## src/rtl/lpss_pkg.sv

```systemverilog
// Shared types, codes and helpers of the length-prefixed stream serializer.
// No dependencies; every other file of the block imports this package.
package lpss_pkg;

  localparam int LPSS_QUEUE_DEPTH = 4;

  typedef enum logic [2:0] {
    CMD_VALUE   = 3'd0,
    CMD_BLOCK   = 3'd1,
    CMD_DATA    = 3'd2,
    CMD_SIZED   = 3'd3,
    CMD_UNSIZED = 3'd4,
    CMD_CHUNK   = 3'd5,
    CMD_END     = 3'd6
  } lpss_cmd_t;

  typedef enum logic [1:0] {
    ERR_NONE      = 2'd0,
    ERR_STATE     = 2'd1,
    ERR_TOO_LARGE = 2'd2,
    ERR_MISMATCH  = 2'd3
  } lpss_err_t;

  typedef enum logic [1:0] {
    ORD_BIG    = 2'd0,
    ORD_LITTLE = 2'd1
  } lpss_ord_t;

  typedef enum logic [1:0] {
    SZ_ONE   = 2'd0,
    SZ_TWO   = 2'd1,
    SZ_FOUR  = 2'd2,
    SZ_EIGHT = 2'd3
  } lpss_size_t;

  localparam logic [0:0] REG_NATIVE_ORDER = 1'b0;

  // One entry of the job queue: the bytes already in emit order, the index
  // of the final byte, and an error code (an error job emits one result).
  typedef struct packed {
    logic [63:0] bytes;
    logic [2:0]  last_idx;
    logic [1:0]  err;
  } lpss_job_t;

  typedef struct packed {
    logic full;
    logic empty;
  } lpss_qstat_t;

  // Index of the final byte for a width code of 1, 2, 4 or 8 bytes.
  function automatic logic [2:0] size_last_idx(input logic [1:0] code);
    logic [2:0] r;
    case (code)
      SZ_ONE:  r = 3'd0;
      SZ_TWO:  r = 3'd1;
      SZ_FOUR: r = 3'd3;
      default: r = 3'd7;
    endcase
    return r;
  endfunction

  // Length prefixes are 1, 2 or 4 bytes; code three falls back to four.
  function automatic logic [1:0] prefix_to_size(input logic [1:0] pcode);
    logic [1:0] r;
    case (pcode)
      SZ_ONE:  r = SZ_ONE;
      SZ_TWO:  r = SZ_TWO;
      default: r = SZ_FOUR;
    endcase
    return r;
  endfunction

  function automatic logic too_large(input logic [31:0] len, input logic [1:0] pcode);
    logic r;
    case (pcode)
      SZ_ONE:  r = (len[31:8] != '0);
      SZ_TWO:  r = (len[31:16] != '0);
      default: r = 1'b0;
    endcase
    return r;
  endfunction

  // Places the low bytes of v in emit order: slot i holds the i-th byte out.
  function automatic logic [63:0] order_bytes(input logic [63:0] v,
                                              input logic [2:0] last_idx,
                                              input logic big);
    logic [63:0] r;
    logic [2:0]  src;
    r = '0;
    for (int i = 0; i < 8; i++) begin
      src = big ? (last_idx - 3'(i)) : 3'(i);
      r[8*i +: 8] = v[8*src +: 8];
    end
    return r;
  endfunction

endpackage

```

## src/rtl/lpss_queue.sv

```systemverilog
// Small job queue between the command front end and the byte serializer.
// Depends on lpss_pkg.
module lpss_queue import lpss_pkg::*; #(
  parameter int DEPTH = LPSS_QUEUE_DEPTH
) (
  input  logic        clk,
  input  logic        rst_n,
  input  logic        push,
  input  lpss_job_t   push_job,
  input  logic        pop,
  output lpss_job_t   head,
  output lpss_qstat_t qstat
);

  localparam int PTR_W = (DEPTH > 1) ? $clog2(DEPTH) : 1;
  localparam int CNT_W = $clog2(DEPTH + 1);

  lpss_job_t          mem [DEPTH];
  logic [PTR_W-1:0]   wr_ptr_r, rd_ptr_r;
  logic [CNT_W-1:0]   count_r;

  function automatic logic [PTR_W-1:0] ptr_inc(input logic [PTR_W-1:0] p);
    return (p == PTR_W'(DEPTH - 1)) ? '0 : p + PTR_W'(1);
  endfunction

  assign qstat.full  = (count_r == CNT_W'(DEPTH));
  assign qstat.empty = (count_r == '0);
  assign head = mem[rd_ptr_r];

  always_ff @(posedge clk) begin
    if (push) begin
      mem[wr_ptr_r] <= push_job;
    end
  end

  always_ff @(posedge clk) begin
    if (!rst_n) begin
      wr_ptr_r <= '0;
      rd_ptr_r <= '0;
      count_r  <= '0;
    end else begin
      if (push) wr_ptr_r <= ptr_inc(wr_ptr_r);
      if (pop)  rd_ptr_r <= ptr_inc(rd_ptr_r);
      if (push && !pop) begin
        count_r <= count_r + CNT_W'(1);
      end else if (pop && !push) begin
        count_r <= count_r - CNT_W'(1);
      end
    end
  end

`ifndef SYNTH
  a_no_push_full: assert property (@(posedge clk) disable iff (!rst_n)
    !(push && qstat.full)) else $error("job pushed into a full queue");
  a_no_pop_empty: assert property (@(posedge clk) disable iff (!rst_n)
    !(pop && qstat.empty)) else $error("job popped from an empty queue");
  a_count_bound: assert property (@(posedge clk) disable iff (!rst_n)
    count_r <= CNT_W'(DEPTH)) else $error("queue count out of range");
`endif

endmodule

```

## config.mk

```make
export PLATFORM = sky130hd
export DESIGN_NAME = lpss_queue
export DESIGN_NICKNAME = d
export VERILOG_FILES = /design/src/rtl/lpss_pkg.sv /design/src/rtl/lpss_queue.sv
export SDC_FILE = /design/constraint.sdc
export NUM_CORES = 1
export LEC_CHECK = 0
export CORE_ASPECT_RATIO = 1.5
export CORE_MARGIN = 10
export CORE_UTILIZATION = 30
export DETAILED_ROUTE_END_ITERATION = 12
export DONT_BUFFER_PORTS = 1
export PLACE_DENSITY = 0.51
export SLEW_MARGIN = 20
export SYNTH_ARGS = -nofsm -noshare
export SYNTH_HDL_FRONTEND = slang
export SYNTH_SLANG_ARGS = --single-unit
export TNS_END_PERCENT = 10
```

## constraint.sdc

```tcl
create_clock -name clk -period 5.7 [get_ports clk]
set_input_delay 1.14 -clock clk [delete_from_list [all_inputs] [get_ports clk]]
set_output_delay 1.14 -clock clk [all_outputs]
set_load 0.02 [all_outputs]
```

==> impl_metrics.ini <==
[setup_path]
worstSetupPathType = reg2out
reg2reg_slack_ns = 3.88
path_cells = buf_4 -> mux4_2
start_kind = flop
cpPeakStageDelay_ns = 0.73
end_kind = output port
worst_path_max_delay_cell = dfxtp_4
r2r-end = mem[2][52]
crit-reg2reg-launch = wr_ptr_r[0]
worstPathArrival_ns = 2.52
crit_required_ns = 4.56
cp_top_family = flip-flops
cp_max_fo = 27
reg2reg_depth = 4
path_buf_inv = 1

[global_routing]
grt_pass1_vias = 4587
grt_use_total = 0.0943
grt_max_degree = 70
grt_pass1_wl_um = 29800
antenna_found_initial = 1
gr-total-overflow = 0

[clock_tree]
cts_tree = built
clkTransAtPathRegs_ns = 0.07
numCtsBuffers = 27
postCtsHoldBufs = 0
post_cts_resized = 0
ctsLongestPathBuffers = 3
htreeDepth = 1
cts_setup_buffers = 0
clock_latency_ns = 0.54
ctsRootBufferMaster = clkbuf_16
clock-sinks = 285

[floorplanning]
die-area_um2 = 42800
initial_core_util = 0.304
die_h_um = 248
core.rowCount = 83
core-area_um2 = 34300
ios = 144
die_x_um = 172

[routing]
wire_per_inst_um = 23.3
num_vias = 4114
ant_nets = 0
wl_um = 20200
drc = 0
drt-initial-drc-count = 214
drtPass1Iterations = 4
via_per_inst = 4.74

[min_path]
min-delay-start = count_r[2]
whs_path_depth = 2
holdCritPathClass = reg2reg
min_to = count_r[2]

[timing]
fin_ws_ns = 2.04
tns_ns = 0
relSlewSlack = 0.490
rsz0062_at_grt = no
tightestPinTransition_ns = 0.764
drv_slew = 0
finalCritPeriodShare = 0.642
fmax_ghz = 0.273
finClkSkew_ns = 0.0136
setup_violations = 0
fin_crit_ns = 3.66
finalHoldViolations = 0

[place]
place_congestion = 0.658
dp_slack_ns = 2.48
io_buffers = 0
dp_hpwl_um = 12600

[flow_run]
maxCapViolations = 0

[pwr]
swShare = 0.218
p_leak_nw = 3.61
sequentialPowerShare = 0.542
ir_drop_uv = 265
combPwrFrac = 0.076
pwr-share-clk = 0.382
intPower_mw = 3.52
power_density_nw_per_um2 = 380
net-switching-power_uw = 980

[finish]
fillers = 3181
areaGrowthSynthToFinish_pct = 13.6
final_cell_mix = edfxtp_1 (276), mux4_2 (69), clkbuf_16 (27)
nets = 505
num_antenna_cells = 0
mostFrequentLayoutCell = edfxtp_1
layout-drive-gt1-share = 0.273

[logic_synthesis]
yosys_register_bits = 285
synth_nets = 485
synth_area_leaders = edfxtp_1 (80%), mux4_2 (15%), dfxtp_1 (1.7%)
ys.warnings.count = 0
netlist_area_um2 = 10400
yosysUniqueCellTypes = 23
synthCells = 405
synth_top_area_share = 0.795
yosysSeqAreaShare = 0.812
synth_top_area_cell = edfxtp_1
synth.avg_cell_area_um2 = 25.7

[status]
status = complete, no violations
-- metrics by stage --
| step | cell area, um^2 | power (mW) | utilization | hold slack [ns] | instances |
|---|---|---|---|---|---|
| 2_1_floorplan | 10400 | 2.75 | - | 0.472 | 405 |
| 3_3_place_gp | 10900 | 2.82 | 0.317 | 0.493 | 816 |
| 3_5_place_dp | 11000 | 2.84 | 0.320 | 0.532 | 820 |
| 4_1_cts | 11800 | 4.58 | 0.345 | 0.547 | 867 |
| 5_1_grt | 11800 | 4.70 | 0.346 | 0.593 | 868 |
| 6_report | 11800 | 4.50 | 0.346 | 0.554 | 868 |
-- routing by layer --
metal  GRT usage  share of wire
met1      0.0974           0.34
met2       0.167           0.54
met3      0.0402           0.10
met4      0.0325          0.023
met5           0              0
-- registers in the layout, summed over array words and instances (netlist names), named ones only --
register / flops
rd_ptr_r: 2
mem: 276
wr_ptr_r: 2
count_r: 3
-- worst reg2reg max path: cells and delay by family, from the launching register on --
family                     cells  cell delay (ns)
buffers and inverters          2             0.42
DFF                            1             0.35
and+or+nand+nor                1             0.56
adders and majority gates      1             0.15
-- power by group through the flow --
| stage | clock network (mW) | registers (mW) | logic [mW] |
|---|---|---|---|
| finish | 1.72 | 2.44 | 0.342 |
| CTS | 1.79 | 2.45 | 0.345 |
| global placement | 0 | 2.49 | 0.330 |
| detailed placement | 0 | 2.50 | 0.343 |
| global route | 1.88 | 2.45 | 0.368 |
| floorplan | 0 | 2.46 | 0.289 |
-- kinds of logic after synthesis --
kind of cell	count (synthesis)	share of synthesized area
compound gates	3	0.00192
xor+xnor	2	0.00168
fa+ha+maj	7	0.00912
buf+inv	20	0.0134
flops	285	0.812
mux	73	0.153
simple gates	15	0.00864
-- cell type report --
| cell class | count | area, um^2 | share of cell area |
|---|---|---|---|
| tap | 425 | 532 | 0.0449 |
| inverter | 4 | 15.0 | 0.00127 |
| multi-input combinational | 100 | 1830 | 0.154 |
| timing repair buffer | 7 | 145 | 0.0123 |
| clock inverter | 17 | 166 | 0.0140 |
| sequential | 285 | 8480 | 0.715 |
| clock buffer | 30 | 687 | 0.0580 |
-- how the worst max path moves through the flow --
stage / cells after the start / from / slack, ns / end
2_1_floorplan: 1 / push / 2.51 / mem[0][0]
3_3_place_gp: 2 / flop / 2.49 / head[29]
3_5_place_dp: 2 / flop / 2.48 / head[29]
4_1_cts: 2 / flop / 1.90 / head[29]
5_1_grt: 2 / flop / 1.79 / head[16]
6_report: 2 / flop / 2.04 / head[31]
-- Yosys cell counts --
cell type and instances:
a21boi_0 1, and2_1 5, buf_12 2, buf_2 2, buf_4 6, buf_6 1
clkbuf_1 5, dfxtp_1 9, edfxtp_1 276, fa_1 1, ha_1 6, inv_1 4
mux2i_1 4, mux4_2 69, nor2_1 1, nor2b_1 5, nor3_1 2, nor3b_1 1
o21a_1 1, o21ai_0 1, or3_1 1, xnor2_1 1, xor2_1 1
Note: power is estimated with default switching activity, not from simulation.
